`config.mk`:
```
export PLATFORM = sky130hd
export DESIGN_NAME = min_max_contrast_stretch
export DESIGN_NICKNAME = d
export VERILOG_FILES = /design/src/mmcs_pkg.sv /design/src/min_max_contrast_stretch.sv /design/src/mmcs_front.sv /design/src/mmcs_queue.sv /design/src/mmcs_back.sv
export VERILOG_INCLUDE_DIRS = /design/src /design/src/src
export SDC_FILE = /design/constraint.sdc
export NUM_CORES = 1
export LEC_CHECK = 0
export BUFFER_PORTS_ARGS = -buffer_cell sky130_fd_sc_hd__buf_2
export CAP_MARGIN = 40
export CORE_ASPECT_RATIO = 2
export CORE_UTILIZATION = 53
export CTS_BUF_LIST = sky130_fd_sc_hd__clkbuf_16
export DETAILED_ROUTE_END_ITERATION = 10
export GPL_TIMING_DRIVEN = 1
export MAX_ROUTING_LAYER = met4
export PLACE_DENSITY_LB_ADDON = 0.15
export SLEW_MARGIN = 20
export SYNTH_ARGS = -nofsm -noshare
export SYNTH_HDL_FRONTEND = slang
export SYNTH_HIERARCHICAL = 1
export SYNTH_SLANG_ARGS = --single-unit
```
`constraint.sdc`:
```
create_clock -name clk -period 5.6 [get_ports clk]
set_input_delay 0.28 -clock clk [delete_from_list [all_inputs] [get_ports clk]]
set_output_delay 0.28 -clock clk [all_outputs]
set_load 0.01 [all_outputs]
```
`src/min_max_contrast_stretch_assert.svh`:
```
// Assertion helpers shared by the queue and back-end RTL files.
`ifndef MIN_MAX_CONTRAST_STRETCH_ASSERT_SVH
`define MIN_MAX_CONTRAST_STRETCH_ASSERT_SVH

// Check on the rising clock edge, ignored while reset is high.
`define MMCS_CHECK(lbl, prop, msg) \
  lbl: assert property (@(posedge clk) disable iff (rst) (prop)) else $error(msg);

// Check on the rising clock edge, also during reset.
`define MMCS_CHECK_ALWAYS(lbl, prop, msg) \
  lbl: assert property (@(posedge clk) (prop)) else $error(msg);

`endif

```
`src/mmcs_pkg.sv`:
```
package mmcs_pkg;

  // field widths
  localparam int PIX_W  = 16;
  localparam int OUT_W  = 8;
  localparam int NUM_W  = PIX_W + OUT_W;
  // quotient bits: eight result bits plus one overflow bit
  localparam int QBITS  = OUT_W + 1;
  localparam int CNT_W  = $clog2(QBITS);
  localparam int QDEPTH = 2;
  localparam int QPTR_W = $clog2(QDEPTH);
  localparam int QCNT_W = $clog2(QDEPTH + 1);

  localparam logic [OUT_W-1:0] OUT_FULL = '1;

  // input modes
  localparam logic [1:0] MODE_MEASURE = 2'd0;
  localparam logic [1:0] MODE_STRETCH = 2'd1;
  localparam logic [1:0] MODE_RESCALE = 2'd2;

  // register indexes
  localparam logic REG_RANGE_LOW  = 1'b0;
  localparam logic REG_RANGE_HIGH = 1'b1;

  typedef enum logic [1:0] {
    JOB_PASS,
    JOB_ERR,
    JOB_DIV
  } job_kind_t;

  // work handed from front to back
  typedef struct packed {
    job_kind_t         kind;
    logic [NUM_W-1:0]  num;   // dividend, or pass value in the low byte
    logic [PIX_W-1:0]  den;
    logic              last;
  } job_t;

  typedef enum logic [1:0] {
    S_IDLE,
    S_DIV,
    S_ROUND
  } back_state_t;

endpackage

```
`src/min_max_contrast_stretch.sv`:
```
// Channel  | Handshake            | Words
// ---------+----------------------+---------------------------------------
// input    | push / full          | mode, pixel, first, last
// result   | empty / pop          | out_pixel, frame_end, error
// config   | wr_en (no wait)      | wr_index, wr_data
//
// A measure word (mode 0) or unused mode gives no result.
// Pass-through, below-range and error words go through the job queue into the result register.
// A divided word is taken from the queue, then the back end runs 9 restoring-divide steps
// (overflow bit plus 8 quotient bits) and a rounding step that waits for a free result register.
// A two-word job queue lets input run ahead while the divider or a full
// result register stalls. Synchronous reset restores min/max and the range
// registers, empties the queue and the result register and idles the back end.
module min_max_contrast_stretch
  import mmcs_pkg::*;
(
  input  logic             clk,
  input  logic             rst,
  input  logic             push,
  output logic             full,
  input  logic [1:0]       mode,
  input  logic [PIX_W-1:0] pixel,
  input  logic             first,
  input  logic             last,
  output logic             empty,
  input  logic             pop,
  output logic [OUT_W-1:0] out_pixel,
  output logic             frame_end,
  output logic             error,
  input  logic             wr_en,
  input  logic             wr_index,
  input  logic [PIX_W-1:0] wr_data
);

  logic q_full;
  logic q_empty;
  logic job_wr;
  logic q_pop;
  job_t job_in;
  job_t job_out;

  assign full = q_full;

  mmcs_front u_front (
    .clk      (clk),
    .rst      (rst),
    .push     (push),
    .mode     (mode),
    .pixel    (pixel),
    .first    (first),
    .last     (last),
    .q_full   (q_full),
    .wr_en    (wr_en),
    .wr_index (wr_index),
    .wr_data  (wr_data),
    .job_wr   (job_wr),
    .job      (job_in)
  );

  mmcs_queue u_queue (
    .clk     (clk),
    .rst     (rst),
    .wr      (job_wr),
    .wr_job  (job_in),
    .rd      (q_pop),
    .rd_job  (job_out),
    .q_full  (q_full),
    .q_empty (q_empty)
  );

  mmcs_back u_back (
    .clk       (clk),
    .rst       (rst),
    .job       (job_out),
    .q_empty   (q_empty),
    .q_pop     (q_pop),
    .pop       (pop),
    .empty     (empty),
    .out_pixel (out_pixel),
    .frame_end (frame_end),
    .error     (error)
  );

endmodule

```
`src/mmcs_front.sv`:
```
module mmcs_front
  import mmcs_pkg::*;
(
  input  logic             clk,
  input  logic             rst,
  input  logic             push,
  input  logic [1:0]       mode,
  input  logic [PIX_W-1:0] pixel,
  input  logic             first,
  input  logic             last,
  input  logic             q_full,
  input  logic             wr_en,
  input  logic             wr_index,
  input  logic [PIX_W-1:0] wr_data,
  output logic             job_wr,
  output job_t             job
);

  logic [PIX_W-1:0] range_low;
  logic [PIX_W-1:0] range_high;
  logic [OUT_W-1:0] frame_min;
  logic [OUT_W-1:0] frame_max;
  logic [OUT_W-1:0] frame_min_next;
  logic [OUT_W-1:0] frame_max_next;
  logic             accept;
  logic             wide;
  logic [PIX_W-1:0] lo;
  logic [PIX_W-1:0] hi;
  logic [PIX_W-1:0] diff;
  logic             scale_mode;

  assign accept = push && !q_full;
  assign wide   = |pixel[PIX_W-1:OUT_W];

  // configuration registers
  always_ff @(posedge clk) begin
    if (rst) begin
      range_low  <= '0;
      range_high <= '1;
    end else if (wr_en) begin
      unique case (wr_index)
        REG_RANGE_LOW:  range_low  <= wr_data;
        REG_RANGE_HIGH: range_high <= wr_data;
        default: ;
      endcase
    end
  end

  // running min/max, restarted by first
  always_comb begin
    frame_min_next = first ? OUT_FULL : frame_min;
    frame_max_next = first ? '0 : frame_max;
    if (!wide) begin
      if (pixel[OUT_W-1:0] < frame_min_next) frame_min_next = pixel[OUT_W-1:0];
      if (pixel[OUT_W-1:0] > frame_max_next) frame_max_next = pixel[OUT_W-1:0];
    end
  end

  always_ff @(posedge clk) begin
    if (rst) begin
      frame_min <= OUT_FULL;
      frame_max <= '0;
    end else if (accept && mode == MODE_MEASURE) begin
      frame_min <= frame_min_next;
      frame_max <= frame_max_next;
    end
  end

  // pick the range for the stretch or rescale
  always_comb begin
    scale_mode = 1'b0;
    lo         = range_low;
    hi         = range_high;
    unique case (mode)
      MODE_STRETCH: begin
        scale_mode = 1'b1;
        lo         = PIX_W'(frame_min);
        hi         = PIX_W'(frame_max);
      end
      MODE_RESCALE: scale_mode = 1'b1;
      default: ;
    endcase
  end

  assign diff = pixel - lo;

  // classify the word into a job for the back end
  always_comb begin
    job.kind = JOB_DIV;
    job.num  = {diff, {OUT_W{1'b0}}} - NUM_W'(diff);
    job.den  = hi - lo;
    job.last = last;
    if (mode == MODE_STRETCH && wide) begin
      job.kind = JOB_ERR;
    end else if (hi <= lo) begin
      // uniform frame passes through, empty configured range is an error
      job.kind = (mode == MODE_STRETCH) ? JOB_PASS : JOB_ERR;
      job.num  = NUM_W'(pixel[OUT_W-1:0]);
    end else if (pixel <= lo) begin
      job.kind = JOB_PASS;
      job.num  = '0;
    end
  end

  assign job_wr = accept && scale_mode;

endmodule

```
`src/mmcs_queue.sv`:
```
module mmcs_queue
  import mmcs_pkg::*;
(
  input  logic clk,
  input  logic rst,
  input  logic wr,
  input  job_t wr_job,
  input  logic rd,
  output job_t rd_job,
  output logic q_full,
  output logic q_empty
);

`include "min_max_contrast_stretch_assert.svh"

  job_t              slots [QDEPTH];
  logic [QPTR_W-1:0] wr_ptr;
  logic [QPTR_W-1:0] rd_ptr;
  logic [QCNT_W-1:0] count;

  assign q_full  = (count == QCNT_W'(QDEPTH));
  assign q_empty = (count == '0);
  assign rd_job  = slots[rd_ptr];

  always_ff @(posedge clk) begin
    if (wr) slots[wr_ptr] <= wr_job;
  end

  // pointers and fill count
  always_ff @(posedge clk) begin
    if (rst) begin
      wr_ptr <= '0;
      rd_ptr <= '0;
      count  <= '0;
    end else begin
      if (wr) wr_ptr <= wr_ptr + QPTR_W'(1);
      if (rd) rd_ptr <= rd_ptr + QPTR_W'(1);
      if (wr && !rd) count <= count + QCNT_W'(1);
      else if (rd && !wr) count <= count - QCNT_W'(1);
    end
  end

  `MMCS_CHECK(a_no_overflow, wr |-> (!q_full || rd), "queue written while full")
  `MMCS_CHECK(a_no_underflow, rd |-> !q_empty, "queue read while empty")
  `MMCS_CHECK(a_count_range, count <= QCNT_W'(QDEPTH), "queue count out of range")

endmodule

```
`src/mmcs_back.sv`:
```
module mmcs_back
  import mmcs_pkg::*;
(
  input  logic             clk,
  input  logic             rst,
  input  job_t             job,
  input  logic             q_empty,
  output logic             q_pop,
  input  logic             pop,
  output logic             empty,
  output logic [OUT_W-1:0] out_pixel,
  output logic             frame_end,
  output logic             error
);

`include "min_max_contrast_stretch_assert.svh"

  back_state_t       state;
  back_state_t       state_next;
  logic [NUM_W-1:0]  rem;
  logic [NUM_W-1:0]  dsh;
  logic [PIX_W-1:0]  den;
  logic [QBITS-1:0]  quo;
  logic [CNT_W-1:0]  cnt;
  logic              last_r;
  logic              out_valid;
  logic              out_free;
  logic              ge;
  logic              round_up;
  logic              sat;
  logic [OUT_W-1:0]  round_val;
  logic              load_out;
  logic [OUT_W-1:0]  load_val;
  logic              load_err;
  logic              load_last;
  logic              start_div;
  logic              out_hold;
  logic [OUT_W+1:0]  out_word;
  logic              rem_ok;

  assign out_free = !out_valid || pop;
  assign empty    = !out_valid;
  assign ge       = (rem >= dsh);

  // round half to even, saturate at full scale
  assign round_up  = ({rem[PIX_W-1:0], 1'b0} > {1'b0, den}) ||
                     (({rem[PIX_W-1:0], 1'b0} == {1'b0, den}) && quo[0]);
  assign sat       = quo[QBITS-1] || (round_up && quo[OUT_W-1:0] == OUT_FULL);
  assign round_val = sat ? OUT_FULL : quo[OUT_W-1:0] + OUT_W'(round_up);

  // next state
  always_comb begin
    state_next = state;
    unique case (state)
      S_IDLE:  if (!q_empty && job.kind == JOB_DIV) state_next = S_DIV;
      S_DIV:   if (cnt == '0) state_next = S_ROUND;
      S_ROUND: if (out_free) state_next = S_IDLE;
      default: state_next = S_IDLE;
    endcase
  end

  // control outputs
  always_comb begin
    q_pop     = 1'b0;
    start_div = 1'b0;
    load_out  = 1'b0;
    load_val  = '0;
    load_err  = 1'b0;
    load_last = last_r;
    unique case (state)
      S_IDLE: begin
        if (!q_empty) begin
          if (job.kind == JOB_DIV) begin
            q_pop     = 1'b1;
            start_div = 1'b1;
          end else if (out_free) begin
            q_pop     = 1'b1;
            load_out  = 1'b1;
            load_err  = (job.kind == JOB_ERR);
            load_val  = (job.kind == JOB_ERR) ? '0 : job.num[OUT_W-1:0];
            load_last = job.last;
          end
        end
      end
      S_ROUND: begin
        load_out = out_free;
        load_val = round_val;
      end
      default: ;
    endcase
  end

  always_ff @(posedge clk) begin
    if (rst) state <= S_IDLE;
    else state <= state_next;
  end

  // restoring divide, one quotient bit per cycle, overflow bit first
  always_ff @(posedge clk) begin
    if (start_div) begin
      rem    <= job.num;
      dsh    <= {job.den, {OUT_W{1'b0}}};
      den    <= job.den;
      quo    <= '0;
      cnt    <= CNT_W'(QBITS - 1);
      last_r <= job.last;
    end else if (state == S_DIV) begin
      rem <= ge ? rem - dsh : rem;
      dsh <= dsh >> 1;
      quo <= {quo[QBITS-2:0], ge};
      cnt <= cnt - CNT_W'(1);
    end
  end

  // output word register
  always_ff @(posedge clk) begin
    if (rst) out_valid <= 1'b0;
    else if (load_out) out_valid <= 1'b1;
    else if (pop) out_valid <= 1'b0;
  end

  always_ff @(posedge clk) begin
    if (load_out) begin
      out_pixel <= load_val;
      error     <= load_err;
      frame_end <= load_last;
    end
  end

  // terms for the checks below
  assign out_hold = out_valid && !pop;
  assign out_word = {out_pixel, error, frame_end};
  assign rem_ok   = (rem < NUM_W'(den));

  `MMCS_CHECK(a_hold_result, out_hold |=> (out_valid && $stable(out_word)), "held word changed")
  `MMCS_CHECK(a_rem_below_den, (state == S_ROUND && !quo[QBITS-1]) |-> rem_ok, "bad remainder")
  `MMCS_CHECK(a_pop_only_idle, q_pop |-> (state == S_IDLE), "job taken while busy")

endmodule
```
==> key figures, run 1 <==
Synthesis
  • Ys Warns: 6
  • Most numerous cell in the Yosys netlist: nand2_1
  • Area contributors post-synth: edfxtp_1, dfxtp_1, ha_1
  • Top cell type's share of synthesized area: 31.9%
  • Post-Synthesis Cells: 1,474
  • Synth Cell Area: 14,400 um^2
  • Top FF cell, synth: edfxtp_1
  • Synth cell count leaders: nand2_1, edfxtp_1, a21oi_1
  • Area leader, netlist: edfxtp_1
  • Synth Register Bits: 230
  • Syn nets: 1,605
  • Post-synth EDFFs: 153
  • Seq/Total Area, Yosys: 42.5%
  • Distinct cells, synth: 99
  • Async set-or-reset flop fraction in the synthesized netlist: 0%
  • Syn_area_per_cell: 9.79 um^2

Layout
  • Ant diodes: 0
  • Layout Cells excl Fill: 1,876
  • P&R area growth vs syn: 9.65%
  • Share of cells above drive strength 1: 13.7%
  • Fin util: 59.0%
  • Net count reported at finish: 1,643

Clock network
  • CTS buffer count: 22
  • CTS tree: done
  • Clock buffer depth: 3
  • Hold_buf cts: 7
  • Clk sinks: 230
  • CTS resizes: 0
  • Clk pin slew, worst setup/hold paths: 60 ps
  • Root Driver: clkbuf_16
  • # H-tree levels: 1
  • Clk Latency, worst-skew pair: 520 ps
  • Post CTS Setup Buffer Count: 0

Route
  • DR iter-0 viols: 492
  • Detailed Routing Iterations Pass 1: 5
  • WL per Instance: 20.5 um
  • Routed vias: 11,200
  • WL final: 38,400 um
  • Final ANT Viol Nets: 0
  • Remaining DRCs: 0
  • Vias per cell: 5.96

Worst setup path
  • Required @ worst endpoint: 5840 ps
  • CP Capture Type: flop
  • Worst r2r src: u_front/frame_min[1]
  • Crit Reg-Reg Endpoint: u_queue/slots[0][34]
  • CP Class: in2reg
  • Reg2Reg Setup Slack: 790 ps
  • Critical Path Fanout Max: 20
  • Crit path launch type: primary input
  • Worst Path Arrival: 5050 ps
  • R2R depth: 19

Placement
  • Gpl congestion: 0.977
  • Cell Count Post-Placement: 1,829
  • # port buffers: 53
  • Post-detail-place hpwl: 30,000 um

STA
  • Fin crit period: 4810 ps
  • Period utilization: 85.9%
  • Final Hold Fails: 0
  • Fmax: 208 MHz
  • Slew Viols, Final: 0
  • Post-Route Skew: 14.0 ps
  • Final setup fails: 0
  • Max transition margin: 37.7%
  • Worst slew pin tran: 920 ps
  • RSZ-0062 raised after global routing: no
  • Final setup TNS: 0 ps

Floorplan
  • Core box area: 26,800 um^2
  • Die ar.: 27,900 um^2
  • Row count: 85
  • Die height: 235 um
  • IO Count: 54
  • Initial core utilization: 53.8%
  • Chip Width: 119 um

Global route
  • Initial antenna violation count: 0
  • Global-route congestion overflow total: 0
  • GRT Total Usage: 28.5%
  • Vias in the first global route: 11,300
  • Global-route wire length before repair: 59,900 um
  • Largest net degree at the start of global routing: 44

Run
  • Max_cap viols: 0

Power
  • Total power: 6710 uW
  • Worst vdd ir: 0.000271 V
  • Leakage power: 0.00609 uW
  • Power Dens Cells: 424 nW/um^2

Hold path
  • Worst hold stages: 3
  • Hold endpoint: u_front/range_low[15]
  • Hold Path Class: in2reg
  • Hold_sp: wr_data[15]

Run status
  • Status: finished clean
-- logic make-up (layout without fill, tap and decap cells) --
group / count (synthesis) / in the layout / synth area share [%]
simple gates: 470 / 470 / 15.8
compound gates: 368 / 368 / 18.0
flops: 230 / 230 / 42.5
buf+inv: 157 / 211 / 4.50
fa+ha+maj: 96 / 96 / 8.28
xor+xnor: 80 / 80 / 5.16
mux: 73 / 73 / 5.73
-- metrics by stage --
step / hold slack (ps) / area (um^2) / setup WS (ps)
final: 14.0 / 15800 / 790
after global routing: 16.7 / 15800 / 413
after CTS: 1.25 / 15800 / 853
after detailed placement: 447 / 15000 / 327
after global placement: 437 / 15000 / 396
after floorplan: 349 / 14400 / 211
-- sequential cells by signal, summed over array words and instances, names as in the netlist, 2 cells and up, named ones only --
| register | flops |
|---|---|
| u_front/range_high | 16 |
| u_queue/count | 2 |
| u_back/state | 2 |
| u_back/quo | 9 |
| u_back/cnt | 4 |
| u_back/den | 16 |
| u_back/dsh | 24 |
| u_front/range_low | 16 |
| u_back/out_pixel | 8 |
| u_queue/slots | 86 |
| u_back/rem | 24 |
| u_front/frame_max | 8 |
| u_front/frame_min | 8 |
-- cell type report --
| class | instances | area [um^2] |
|---|---|---|
| clock buffers | 23 | 576 |
| clock inverters | 17 | 149 |
| fillers | 2392 | 11000 |
| inverters | 87 | 327 |
| multi-input cells | 1087 | 7650 |
| flip-flops and latches | 230 | 6140 |
| well taps | 348 | 435 |
| repair buffers | 84 | 541 |
-- metal layers --
layer | track usage [%] | share of wire, % | up-vias
met2 | 52.6 | 54 | 294
met1 | 26.3 | 35 | 5249
met4 | 23.1 | 9.1 | 0
met3 | 2.52 | 2.7 | 155
li1 | - | - | 5478
met5 | - | 0 | -
-- cells in the final DEF, fill, tap and decap left out, types with 26 or more instances in the layout --
cell type / instances
nand2_1: 165
edfxtp_1: 153
a21oi_1: 109
nor2_1: 106
ha_1: 87
inv_1: 84
dfxtp_1: 76
mux2_2: 54
buf_2: 53
o21ai_0: 52
xnor2_1: 50
nand2b_1: 28
nand3_1: 28
a21o_1: 27
xor2_1: 26
-- critical path: stages --
cell and delay [ps]:
buf_2 100, inv_1 70, ha_2 320, buf_4 340
mux2i_2 450, o21ai_0 230, and2_1 230, a2111oi_0 440
buf_4 210, o21ai_0 70, nand4_1 120, inv_1 110
ha_1 340, or4b_1 480, o41ai_2 260, maj3_1 310
o2111ai_2 160, a21boi_2 310, or3_1 150, a21oi_1 70
-- power by group --
part | switching (uW) | total, uW | internal (uW)
clock | 644 | 1490 | 844
sequential | 136 | 2410 | 2280
combinational | 1720 | 2810 | 1090
-- how the worst max path moves through the flow --
stage                     slack, ps    start              endpoint
after detailed placement        330  mode[1]  u_queue/slots[0][39]
after global routing            410  mode[1]  u_queue/slots[1][40]
after floorplan                 210  mode[1]  u_queue/slots[0][40]
after global placement          400  mode[1]  u_queue/slots[0][40]
after CTS                       850  mode[1]  u_queue/slots[1][39]
final                           790  mode[1]  u_queue/slots[0][34]
Power figures use the tool's default switching activity.
==> run 2, diff against run 1 <==
==> constraint.sdc (replaced) <==
create_clock -name clk -period 5.4 [get_ports clk]
set_input_delay 0.27 -clock clk [delete_from_list [all_inputs] [get_ports clk]]
set_output_delay 0.27 -clock clk [all_outputs]
set_load 0.1 [all_outputs]
==> run 2 against run 1 <==
Compared with the run above:
- hold slack improved by 5.5 ps
- sequential share of layout area fell by 0.20 points
- wire length increased by 0.91%
- critical endpoint is now u_queue/slots[1][38]
- largest power group unchanged
==> key figures, run 2 (synthesized netlist as in run 1, its figures left out) <==
Run status
  • Status: finished clean

Layout
  • Most common cell after layout, fill and taps aside: nand2_1
  • # fillers: 2,402 (+0.42%)
  • Largest register FFs: 86 (unchanged)
  • Seq. cell area: 6140 um^2 (unchanged)
  • Net count reported at finish: 1,655 (+0.73%)
  • Multi-input logic area: 7650 um^2 (about the same)
  • Biggest regs: u_queue/slots x86, u_back/dsh x24, u_back/rem x24
  • P&R area growth vs syn: 10.2%
  • Biggest register: u_queue/slots
  • Share of cells above drive strength 1: 13.6% (-0.033 points)
  • Ant diodes: 0 (unchanged)
  • Most frequent cells in the layout: nand2_1, edfxtp_1, a21oi_1, nor2_1, ha_1

Hold path
  • Hold endpoint: u_front/range_low[10]
  • Hold_sp: wr_data[10]
  • Worst hold stages: 3 (unchanged)
  • Hold Path Class: in2reg

Route
  • WL final: 38,700 um (+0.91%)
  • Routed vias: 11,300 (+1.2%)
  • Top sig layer: met4
  • Met2 WL post-DR: 21,000 um (+2.1%)
  • Routed length on met1: 13,200 um (-0.38%)
  • Remaining DRCs: 0 (unchanged)
  • Met3 wirelength from detailed routing: 1020 um (-1.2%)
  • DR iter-0 viols: 563 (+14%)
  • Detailed Routing Iterations Pass 1: 5 (unchanged)
  • Vias per cell: 5.99 (+0.57%)
  • Final ANT Viol Nets: 0 (unchanged)
  • WL per Instance: 20.5 um (+0.32%)

Power
  • Power Dens Cells: 449 nW/um^2 (+5.7%)
  • Worst vdd ir: 0.000344 V (+27%)
  • Leakage power: 0.00613 uW (+0.72%)

Worst setup path
  • Reg2Reg Setup Slack: 600 ps (-200 ps)
  • Worst r2r src: u_front/frame_min[1]
  • CP Class: reg2reg
  • Critical Path Fanout Max: 9 (-55%)
  • CP max-delay cell: or4b_1
  • CP top delay family: compound AO/OA/AOI/OAI gates
  • Worst path max stage delay: 490 ps (about the same)
  • Required @ worst endpoint: 5660 ps (-180 ps)
  • R2R depth: 19 (unchanged)
  • CP Capture Type: flop
  • Worst Path Arrival: 5070 ps (+20 ps)
  • Crit Reg-Reg Endpoint: u_queue/slots[1][38]
  • Critical path cell sequence: mux2_2 -> nand2_1 -> nand2_1 -> ha_1 -> a221oi_2 -> o21a_1 -> a2111oi_0 -> buf_4 -> a2111o_1 -> nand4_1 -> inv_1 -> ha_1 -> or4b_1 -> o41ai_2 -> maj3_1 -> o2111ai_2 -> a21boi_2 -> or3_1 -> a21oi_1
  • Crit path launch type: flop
  • Buf/Inv on CP: 2 (-3)

STA
  • Final setup TNS: 0 ps (unchanged)
  • Period utilization: 89.0%
  • Hold_ws: 19.5 ps (+5.50 ps)
  • Fmax: 208 MHz
  • RSZ-0062 raised after global routing: no
  • Slew Viols, Final: 0 (unchanged)
  • Final Hold Fails: 0 (unchanged)
  • Final setup fails: 0 (unchanged)
  • Fin crit period: 4800 ps
  • Max transition margin: 42.4% (+4.6 points)
  • Worst slew pin tran: 858 ps (-61.3 ps)
  • Post-Route Skew: 12.7 ps (-1.33 ps)

Global route
  • Vias in the first global route: 11,600 (+2.0%)
  • GRT Total Usage: 29.0% (+0.48 points)
  • Global-route wire length before repair: 60,900 um (+1.8%)
  • Initial antenna violation count: 0 (unchanged)
  • Global-route congestion overflow total: 0 (unchanged)
  • Largest net degree at the start of global routing: 44 (unchanged)

Placement
  • Gpl congestion: 0.960 (-1.8%)
  • Post-detail-place hpwl: 30,200 um (+0.71%)
  • # port buffers: 53 (unchanged)

Clock network
  • CTS tree: done
  • Clock buffer depth: 3 (unchanged)
  • Clk pin slew, worst setup/hold paths: 60 ps (about the same)
  • Clk Latency, worst-skew pair: 520 ps (about the same)
  • Post CTS Setup Buffer Count: 0 (unchanged)
  • CTS resizes: 0 (unchanged)
  • # H-tree levels: 1 (unchanged)
  • Clk sinks: 230 (unchanged)
  • Root Driver: clkbuf_16
  • CTS buffer count: 22 (unchanged)

Floorplan
  • IO Count: 54 (unchanged)
  • Die ar.: 27,900 um^2 (unchanged)
  • Row count: 85 (unchanged)
  • Die height: 235 um (unchanged)
  • Initial core utilization: 53.8% (unchanged)
  • Chip Width: 119 um (unchanged)
  • Core box area: 26,800 um^2 (unchanged)

Run
  • Max_cap viols: 0 (unchanged)
==> run 2: worst register-to-register path: cells and delay by family, from the launching register on <==
kind	cells	cell delay, ps
compound gates	8	1790
simple gates	5	930
mux	1	330
flops	1	370
fa+ha+maj	3	890
buf+inv	2	280
==> run 2: cell type report <==
class	instances	share of cell area, %
multi-input combinational	1087	48.1
tap	348	2.74
sequential	230	38.6
clock buffer	23	3.62
timing repair buffer	96	4.36
clock inverter	16	0.504
inverter	87	2.05
==> run 2: power by group <==
| group | total (uW) | internal, uW | switching [uW] |
|---|---|---|---|
| clock network | 1440 | 772 | 670 |
| logic | 3190 | 1150 | 2030 |
| registers | 2500 | 2360 | 141 |
| total | 7130 | 4290 | 2840 |
==> run 2: repair_timing <==
action,CTS,global route
endpoints found under the setup margin,0,0
hold endpoints to repair,16,0
hold buffers,15,0
==> run 2: worst max path at each step <==
| stage | startpoint | endpoint | slack, ps | cells past startpoint |
|---|---|---|---|---|
| 2_1_floorplan | mode[1] | u_queue/slots[0][40] | 20 | 24 |
| 3_3_place_gp | mode[1] | u_queue/slots[0][40] | 220 | 22 |
| 3_5_place_dp | mode[1] | u_queue/slots[1][38] | 160 | 23 |
| 4_1_cts | u_front/range_low[1] | u_queue/slots[1][38] | 660 | 19 |
| 5_1_grt | mode[1] | u_queue/slots[1][38] | 300 | 23 |
| 6_report | u_front/frame_min[1] | u_queue/slots[1][38] | 600 | 19 |
==> run 2: layer usage <==
metal,up-vias,track usage (%)
met5,-,-
met4,0,23.6
met3,154,2.28
met2,291,54.0
met1,5351,26.4
li1,5510,-
==> run 2: through the flow <==
step	setup WS, ps	utilization, %	power [uW]	cell area (um^2)	cells
floorplan	21.1	-	4930	14400	1474
global placement	217	56.0	5640	15000	1827
detailed placement	164	56.3	5700	15100	1833
CTS	657	59.3	7160	15900	1887
global route	302	59.3	7570	15900	1887
finish	595	59.3	7130	15900	1887
